--- src/hdl/slbc_pkg.sv ---
// Shared types and constants for the section layout bounds checker.
package slbc_pkg;

  localparam int unsigned ADDR_W = 32;
  localparam int unsigned NUM_CLASSES = 4;
  localparam logic [ADDR_W-1:0] ALL_ONES = 32'hFFFF_FFFF;

  // Section classes, in default chain order.
  typedef enum logic [1:0] {
    CLS_DATA = 2'd0,
    CLS_READ = 2'd1,
    CLS_TEXT = 2'd2,
    CLS_TEMP = 2'd3
  } class_t;

  // Section flag bit positions.
  localparam int unsigned FLAG_WRITE_BIT = 0;
  localparam int unsigned FLAG_ALLOC_BIT = 1;
  localparam int unsigned FLAG_EXEC_BIT  = 2;

  // Configuration register indexes.
  typedef enum logic [2:0] {
    REG_TABLE_OFFSET     = 3'd0,
    REG_TABLE_COUNT      = 3'd1,
    REG_TABLE_ENTRY_SIZE = 3'd2,
    REG_TYPE_FILE_INFO   = 3'd3,
    REG_TYPE_IMPORTS     = 3'd4,
    REG_TYPE_CHECKSUMS   = 3'd5,
    REG_TYPE_NO_BITS     = 3'd6,
    REG_TYPE_EXPORTS     = 3'd7
  } reg_index_t;

  // Fail codes, in check order.
  typedef enum logic [3:0] {
    FAIL_NONE           = 4'd0,
    FAIL_DATA_BEFORE_TBL = 4'd1,
    FAIL_DATA_LO_HI     = 4'd2,
    FAIL_DATA_LO_READ   = 4'd3,
    FAIL_DATA_HI_READ   = 4'd4,
    FAIL_READ_LO_HI     = 4'd5,
    FAIL_READ_LO_TEXT   = 4'd6,
    FAIL_READ_HI_TEXT   = 4'd7,
    FAIL_TEXT_LO_HI     = 4'd8,
    FAIL_TEXT_LO_TEMP   = 4'd9,
    FAIL_TEXT_HI_TEMP   = 4'd10,
    FAIL_TEMP_LO_HI     = 4'd11
  } fail_t;

  // Final span snapshot of all classes, taken on the last section.
  typedef struct packed {
    logic [NUM_CLASSES-1:0]             used;
    logic [NUM_CLASSES-1:0][ADDR_W-1:0] lo;
    logic [NUM_CLASSES-1:0][ADDR_W-1:0] hi;
  } span_t;

endpackage

--- src/hdl/slbc_check.sv ---
// Default fill of empty classes and the ordered layout checks.
module slbc_check (
  input  slbc_pkg::span_t              span,
  input  logic [slbc_pkg::ADDR_W-1:0]  tbl_offset,
  input  logic [slbc_pkg::ADDR_W-1:0]  tbl_end,
  output slbc_pkg::fail_t              code
);

  logic [slbc_pkg::NUM_CLASSES-1:0][slbc_pkg::ADDR_W-1:0] lo;
  logic [slbc_pkg::NUM_CLASSES-1:0][slbc_pkg::ADDR_W-1:0] hi;

  // Empty classes collapse onto the end of the previous class.
  always_comb begin
    logic [slbc_pkg::ADDR_W-1:0] prev;
    prev = tbl_end;
    for (int k = 0; k < slbc_pkg::NUM_CLASSES; k++) begin
      lo[k] = span.used[k] ? span.lo[k] : prev;
      hi[k] = span.used[k] ? span.hi[k] : prev;
      prev  = hi[k];
    end
  end

  always_comb begin
    if (lo[slbc_pkg::CLS_DATA] < tbl_offset) begin
      code = slbc_pkg::FAIL_DATA_BEFORE_TBL;
    end else if (lo[slbc_pkg::CLS_DATA] > hi[slbc_pkg::CLS_DATA]) begin
      code = slbc_pkg::FAIL_DATA_LO_HI;
    end else if (lo[slbc_pkg::CLS_DATA] > lo[slbc_pkg::CLS_READ]) begin
      code = slbc_pkg::FAIL_DATA_LO_READ;
    end else if (hi[slbc_pkg::CLS_DATA] > lo[slbc_pkg::CLS_READ]) begin
      code = slbc_pkg::FAIL_DATA_HI_READ;
    end else if (lo[slbc_pkg::CLS_READ] > hi[slbc_pkg::CLS_READ]) begin
      code = slbc_pkg::FAIL_READ_LO_HI;
    end else if (lo[slbc_pkg::CLS_READ] > lo[slbc_pkg::CLS_TEXT]) begin
      code = slbc_pkg::FAIL_READ_LO_TEXT;
    end else if (hi[slbc_pkg::CLS_READ] > lo[slbc_pkg::CLS_TEXT]) begin
      code = slbc_pkg::FAIL_READ_HI_TEXT;
    end else if (lo[slbc_pkg::CLS_TEXT] > hi[slbc_pkg::CLS_TEXT]) begin
      code = slbc_pkg::FAIL_TEXT_LO_HI;
    end else if (lo[slbc_pkg::CLS_TEXT] > lo[slbc_pkg::CLS_TEMP]) begin
      code = slbc_pkg::FAIL_TEXT_LO_TEMP;
    end else if (hi[slbc_pkg::CLS_TEXT] > lo[slbc_pkg::CLS_TEMP]) begin
      code = slbc_pkg::FAIL_TEXT_HI_TEMP;
    end else if (lo[slbc_pkg::CLS_TEMP] > hi[slbc_pkg::CLS_TEMP]) begin
      code = slbc_pkg::FAIL_TEMP_LO_HI;
    end else begin
      code = slbc_pkg::FAIL_NONE;
    end
  end

endmodule

--- src/hdl/section_layout_bounds_check.sv ---
// Top level: section classifier, per-class span tracking and layout check.
// Result path: a word marked tlast gives its result on m_tdata through the input
//   register, then the check register, then the result register.
// Throughput: one section header per cycle; only a last word waits, and only
//   while the check register is held by a stalled result.
// Reset (rst, synchronous): configuration registers take their default values, valid flags and spans clear.
module section_layout_bounds_check (
  input  logic         clk,
  input  logic         rst,
  // configuration
  input  logic         cfg_wr_en,
  input  logic [2:0]   cfg_index,
  input  logic [31:0]  cfg_data,
  // section headers in
  input  logic         s_tvalid,
  output logic         s_tready,
  input  logic [127:0] s_tdata,   // sec_size, sec_type, sec_flags, sec_offset
  input  logic         s_tlast,   // last_section
  // check result out
  output logic         m_tvalid,
  input  logic         m_tready,
  output logic [7:0]   m_tdata    // layout_ok, fail_code[3:0], zero fill
);

  localparam int unsigned AW = slbc_pkg::ADDR_W;
  localparam int unsigned NC = slbc_pkg::NUM_CLASSES;

  // ---------------------------------------------------------------------------
  // Configuration registers
  // ---------------------------------------------------------------------------
  logic [AW-1:0] table_offset;
  logic [15:0]   table_count;
  logic [15:0]   table_entry_size;
  logic [AW-1:0] type_file_info;
  logic [AW-1:0] type_imports;
  logic [AW-1:0] type_checksums;
  logic [AW-1:0] type_no_bits;
  logic [AW-1:0] type_exports;
  logic [AW-1:0] tbl_end;   // end of the header table, default start of data

  always_ff @(posedge clk) begin
    if (rst) begin
      table_offset     <= '0;
      table_count      <= '0;
      table_entry_size <= 16'd40;
      type_file_info   <= 32'h8000_0004;
      type_imports     <= 32'h8000_0002;
      type_checksums   <= 32'h8000_0003;
      type_no_bits     <= 32'd8;
      type_exports     <= 32'h8000_0001;
    end else if (cfg_wr_en) begin
      case (slbc_pkg::reg_index_t'(cfg_index))
        slbc_pkg::REG_TABLE_OFFSET:     table_offset     <= cfg_data;
        slbc_pkg::REG_TABLE_COUNT:      table_count      <= cfg_data[15:0];
        slbc_pkg::REG_TABLE_ENTRY_SIZE: table_entry_size <= cfg_data[15:0];
        slbc_pkg::REG_TYPE_FILE_INFO:   type_file_info   <= cfg_data;
        slbc_pkg::REG_TYPE_IMPORTS:     type_imports     <= cfg_data;
        slbc_pkg::REG_TYPE_CHECKSUMS:   type_checksums   <= cfg_data;
        slbc_pkg::REG_TYPE_NO_BITS:     type_no_bits     <= cfg_data;
        slbc_pkg::REG_TYPE_EXPORTS:     type_exports     <= cfg_data;
        default: ;
      endcase
    end
  end

  // The table end is a registered copy computed from the config; config must only
  // change while idle (the block does not enforce this), so it is settled before a last word reaches the check.
  always_ff @(posedge clk) begin
    tbl_end <= ({16'd0, table_count} * {16'd0, table_entry_size}) + table_offset;
  end

  // ---------------------------------------------------------------------------
  // Stage A: classify on accept, hold in the input register
  // ---------------------------------------------------------------------------
  logic [AW-1:0] sec_size, sec_type, sec_flags, sec_offset;
  logic          in_skip;
  slbc_pkg::class_t in_cls;

  assign sec_size   = s_tdata[31:0];
  assign sec_type   = s_tdata[63:32];
  assign sec_flags  = s_tdata[95:64];
  assign sec_offset = s_tdata[127:96];

  // Drop empty sections and the skipped types.
  assign in_skip = (sec_size == '0) || (sec_type == type_file_info) ||
                   (sec_type == type_imports) || (sec_type == type_checksums) ||
                   (sec_type == type_no_bits);

  always_comb begin
    if (sec_flags[slbc_pkg::FLAG_EXEC_BIT] && (sec_type != type_exports)) begin
      in_cls = slbc_pkg::CLS_TEXT;
    end else if (sec_flags[slbc_pkg::FLAG_ALLOC_BIT]) begin
      in_cls = sec_flags[slbc_pkg::FLAG_WRITE_BIT] ? slbc_pkg::CLS_DATA
                                                   : slbc_pkg::CLS_READ;
    end else begin
      in_cls = slbc_pkg::CLS_TEMP;
    end
  end

  logic             b_valid;
  logic             b_join;
  logic             b_last;
  slbc_pkg::class_t b_cls;
  logic [AW-1:0]    b_off;
  logic [AW-1:0]    b_end;
  logic             b_go;     // stage B consumes its word this cycle
  logic             in_fire;

  // ---------------------------------------------------------------------------
  // Downstream handshake
  // ---------------------------------------------------------------------------
  logic out_free, c_valid, c_adv, c_free, c_load;

  assign out_free = !m_tvalid || m_tready;
  assign c_adv    = c_valid && out_free;
  assign c_free   = !c_valid || out_free;
  // Ordinary words always move; a last word needs the check register.
  assign b_go     = b_valid && (!b_last || c_free);
  assign c_load   = b_go && b_last;
  assign s_tready = !b_valid || b_go;
  assign in_fire  = s_tvalid && s_tready;

  always_ff @(posedge clk) begin
    if (rst) begin
      b_valid <= 1'b0;
    end else if (in_fire) begin
      b_valid <= 1'b1;
    end else if (b_go) begin
      b_valid <= 1'b0;
    end
  end

  always_ff @(posedge clk) begin
    if (in_fire) begin
      b_join <= !in_skip;
      b_last <= s_tlast;
      b_cls  <= in_cls;
      b_off  <= sec_offset;
      b_end  <= sec_offset + sec_size;   // wraps modulo 2^32
    end
  end

  // ---------------------------------------------------------------------------
  // Stage B: per-class running min start / max end
  // ---------------------------------------------------------------------------
  logic [NC-1:0][AW-1:0] class_min, class_max;
  logic [NC-1:0]         class_used;
  slbc_pkg::span_t       span_next;

  always_comb begin
    for (int k = 0; k < NC; k++) begin
      logic hit;
      hit = b_join && (b_cls == 2'(k));
      span_next.lo[k]   = (hit && (b_off < class_min[k])) ? b_off : class_min[k];
      span_next.hi[k]   = (hit && (b_end > class_max[k])) ? b_end : class_max[k];
      span_next.used[k] = class_used[k] || hit;
    end
  end

  always_ff @(posedge clk) begin
    if (rst || c_load) begin
      // A last word closes the image: start the next one from scratch.
      class_min  <= {NC{slbc_pkg::ALL_ONES}};
      class_max  <= '0;
      class_used <= '0;
    end else if (b_go) begin
      class_min  <= span_next.lo;
      class_max  <= span_next.hi;
      class_used <= span_next.used;
    end
  end

  // ---------------------------------------------------------------------------
  // Stage C: final snapshot, defaults and checks into the result register
  // ---------------------------------------------------------------------------
  slbc_pkg::span_t c_span;
  slbc_pkg::fail_t c_code;
  slbc_pkg::fail_t out_code;

  always_ff @(posedge clk) begin
    if (rst) begin
      c_valid <= 1'b0;
    end else if (c_load) begin
      c_valid <= 1'b1;
    end else if (c_adv) begin
      c_valid <= 1'b0;
    end
  end

  always_ff @(posedge clk) begin
    if (c_load) begin
      c_span <= span_next;
    end
  end

  slbc_check u_check (
    .span       (c_span),
    .tbl_offset (table_offset),
    .tbl_end    (tbl_end),
    .code       (c_code)
  );

  always_ff @(posedge clk) begin
    if (rst) begin
      m_tvalid <= 1'b0;
    end else if (c_adv) begin
      m_tvalid <= 1'b1;
    end else if (m_tready) begin
      m_tvalid <= 1'b0;
    end
  end

  always_ff @(posedge clk) begin
    if (c_adv) begin
      out_code <= c_code;
    end
  end

  assign m_tdata = {3'b000, out_code, (out_code == slbc_pkg::FAIL_NONE)};

`ifndef ASSERT_OFF
  // A closed image leaves every class empty.
  a_clear_after_last: assert property (@(posedge clk) disable iff (rst)
    c_load |=> (class_used == '0))
    else $error("class state not cleared after last section");

  // Reported code never exceeds the last check.
  a_code_range: assert property (@(posedge clk) disable iff (rst)
    m_tvalid |-> (m_tdata[4:1] <= slbc_pkg::FAIL_TEMP_LO_HI))
    else $error("fail code out of range");

  // A result only enters the check register from a last word.
  a_check_from_last: assert property (@(posedge clk) disable iff (rst)
    $rose(c_valid) |-> $past(b_valid && b_last))
    else $error("check started without a last section");

  // The input side never takes a word while stage B is stuck.
  a_no_overrun: assert property (@(posedge clk) disable iff (rst)
    (b_valid && !b_go) |-> !s_tready)
    else $error("input accepted while stage B held");
`endif

endmodule

--- config.mk ---
export PLATFORM = sky130hd
export DESIGN_NAME = section_layout_bounds_check
export DESIGN_NICKNAME = d
export VERILOG_FILES = /design/src/hdl/slbc_pkg.sv /design/src/hdl/slbc_check.sv /design/src/hdl/section_layout_bounds_check.sv
export SDC_FILE = /design/constraint.sdc
export NUM_CORES = 2
export LEC_CHECK = 0
export BUFFER_PORTS_ARGS = -buffer_cell sky130_fd_sc_hd__buf_4
export CORE_MARGIN = 2
export CORE_UTILIZATION = 25
export CTS_BUF_LIST = sky130_fd_sc_hd__clkbuf_4 sky130_fd_sc_hd__clkbuf_8 sky130_fd_sc_hd__clkbuf_16
export DETAILED_ROUTE_END_ITERATION = 12
export REMOVE_ABC_BUFFERS = 1
export SYNTH_ARGS = -nofsm -noshare
export SYNTH_HDL_FRONTEND = slang
export SYNTH_SLANG_ARGS = --single-unit
--- constraint.sdc ---
create_clock -name clk -period 18.2 [get_ports clk]
set_clock_uncertainty 0.15 [all_clocks]
set_input_delay 3.64 -clock clk [delete_from_list [all_inputs] [get_ports clk]]
set_output_delay 3.64 -clock clk [all_outputs]
set_load 0.005 [all_outputs]
==> results.json <==
{
  "grt_pass1_vias": 47957,
  "port_buffers": 146,
  "drv_cap": 0,
  "cts_buffer_depth": 3,
  "grt_max_degree": 188,
  "syn_avg_cell_area_um2": 9.19,
  "rsz0062_at_grt": "no",
  "dieArea_mm2": 0.249,
  "p_per_area_mw_per_mm2": 75.5,
  "reg2reg_from": "table_count[8]",
  "critPathLaunch": "m_tready",
  "total_power_mw": 5.20,
  "grt_pass1_wl_mm": 288,
  "ys_warn_count": 0,
  "critPathRequiredTime_ns": 14.41,
  "crit_path_start_kind": "input pin",
  "drc_errors": 0,
  "final_area_mm2": 0.0689,
  "nets": 7783,
  "top_layer": "met5",
  "die_w_um": 499,
  "reg2reg_depth": 22,
  "synth-async-reset-ratio_pct": 0,
  "cts_buffers": 96,
  "antenna_found_initial": 17,
  "start_util_pct": 25.2,
  "hp-class": "reg2reg",
  "power_leakage_nw": 29.7,
  "critPathMaxFanout": 5,
  "drive_gt1_share_pct": 9.10,
  "netlist_area_mm2": 0.0613,
  "multiInputGateArea_mm2": 0.0365,
  "r2r_end": "tbl_end[30]",
  "cp-end-kind": "primary output",
  "num_io_pins": 179,
  "cts_tree": "built",
  "final_util_pct": 28.3,
  "finalWorstSetupSlack_ns": 9.98,
  "ys.flop_type": "dfxtp_1",
  "dpl.hpwl_mm": 145,
  "clk_latency_ns": 0.77,
  "status": "finished clean",
  "drv_slew": 0,
  "grtUsageTotal_pct": 14.9,
  "fill_cells": 25433,
  "synth_cell_types": 84,
  "max_freq_mhz": 122,
  "setup_violations": 0,
  "clk_pin_slew_worst_paths_ns": 0.06,
  "cts_setup_buffers": 0,
  "area_growth_pct": 12.4,
  "slew_headroom_pct": 16.6,
  "overflow": 0,
  "hold_buffers": 0,
  "synth_seq_cells": 851,
  "hp-start": "table_offset[27]",
  "irDropWorstVdd_mv": 0.0709,
  "wl_met1_mm": 83.5,
  "ant_nets": 0,
  "place_area_mm2": 0.0655,
  "post-route-period-util_pct": 45.1,
  "gp_congestion": 0.921,
  "drtIter0Drc": 3972,
  "fin_cells": 9945,
  "fp-row-count": 181,
  "cts_sinks": 851,
  "vias_per_cell": 4.83,
  "finalHoldViolCount": 0,
  "synth_enable_flop_cells": 332,
  "core_area_mm2": 0.243,
  "fin_tns_setup_ns": 0,
  "vias": 48013,
  "dr.pass1.iters": 6,
  "worstSetupPathType": "in2out",
  "period_minus_slack_ns": 8.22,
  "post-place-ws_ns": 10.0,
  "met3WireLength_mm": 11.4,
  "chipHeight_um": 499,
  "htree_levels": 3,
  "worst_pin_slew_ns": 1.24,
  "drt_wl_total_mm": 189,
  "synth_cells": 6669,
  "placed_cells": 9759,
  "yosysSeqAreaShare_pct": 33.2,
  "ff_latch_area_mm2": 0.0204,
  "ff2ff_setup_slack_ns": 11.11,
  "wl_per_cell_um": 19.0,
  "clockRootBuffer": "clkbuf_16",
  "wl_met2_mm": 85.1,
  "hold_slack_ns": 0.308,
  "crit_end": "s_tready",
  "cp_data_arrival_time_ns": 4.43,
  "cts_resized": 0
}
kinds of logic after synthesis:
kind of cell	synth area share (%)
simple gates	14.3
fa+ha+maj	22.4
mux	8.50
buf+inv	7.39
flops	33.2
xor+xnor	3.07
other cells	0.00612
compound gates	11.1
sequential cells by signal, indices dropped and copies added, names as in the netlist, 2 cells and up:
signal and cells:
type_checksums 32, table_count 16, class_min 128, class_used 4, table_offset 32, out_code 4
table_entry_size 16, c_span 260, b_off 32, tbl_end 32, class_max 128, type_no_bits 32
type_exports 32, type_imports 32, b_end 32, type_file_info 32, b_cls 2
layout by cell type, fill, tap and decap left out, types with 41 or more instances in the layout:
cell       netlist  layout
xnor2_1        174     174
inv_1          830     830
xor2_1          41      41
o21ai_0        203     202
nor4_1         100      99
clkbuf_16        0      97
nand2_1        956     955
and2_1         124     123
fa_1           226     226
mux2i_1        256     256
nor2b_1         44      43
a21oi_1        453     453
mux2_2         173     173
edfxtp_1       332     332
a31oi_1         83      83
buf_4           10     201
dfxtp_1        519     519
nor2_1         249     244
nand3_1        108     108
a21o_1         140     140
nand4_1        144     144
nand2b_1        70      70
a211oi_1        44      44
ha_1           733     733
routing by layer:
layer  up-vias  global-route usage, %
li1      22820                      -
met1     23379                   19.8
met2      1444                   23.8
met3       348                   2.09
met4        22                   6.67
met5         -                      0
cells in the mapped netlist, types with 41 or more instances:
| cell type | count | area share, % |
|---|---|---|
| clkbuf_1 | 227 | 1.4 |
| inv_1 | 830 | 5.1 |
| mux2i_1 | 256 | 4.2 |
| xnor2_1 | 174 | 2.5 |
| a21oi_1 | 453 | 3.7 |
| edfxtp_1 | 332 | 16 |
| xor2_1 | 41 | 0.59 |
| nand2b_1 | 70 | 0.71 |
| and2_1 | 124 | 1.3 |
| nor2b_1 | 44 | 0.45 |
| nand4_1 | 144 | 1.5 |
| nand2_1 | 956 | 5.9 |
| dfxtp_1 | 519 | 17 |
| ha_1 | 733 | 15 |
| a31oi_1 | 83 | 0.85 |
| nor4_1 | 100 | 1.0 |
| nor2_1 | 249 | 1.5 |
| nand3_1 | 108 | 0.88 |
| a211oi_1 | 44 | 0.54 |
| a21o_1 | 140 | 1.7 |
| o21ai_0 | 203 | 1.7 |
| fa_1 | 226 | 7.4 |
| mux2_2 | 173 | 3.2 |
worst min-delay path by stage:
stage | endpoint | cells past startpoint
after floorplan | table_offset[10] | 2
after global placement | class_used[0] | 1
after detailed placement | class_used[0] | 1
after CTS | c_span[258] | 1
after global routing | class_used[0] | 1
final | table_offset[27] | 2
worst max-delay path, stage by stage:
cell and delay, ns:
buf_4 0.11, nor2b_1 0.27, nand4_1 0.22, buf_4 0.19
layout make-up:
type	count	share of cell area [%]
Sequential cell	851	29.6
Inverter	830	4.52
Tap cell	3202	5.82
Timing Repair Buffer	203	2.24
Antenna cell	4	0.0145
Multi-Input combinational cell	4673	52.9
Clock buffer	135	4.06
Clock inverter	47	0.852
power by group:
group	leakage, nW	total (mW)	switching (mW)	internal (mW)
sequential	7.19	2.17	0.101	2.07
clock	1.68	2.08	0.862	1.22
combinational	20.9	0.949	0.579	0.370
total	29.7	5.20	1.54	3.66
Note: power is estimated with default switching activity, not from simulation.
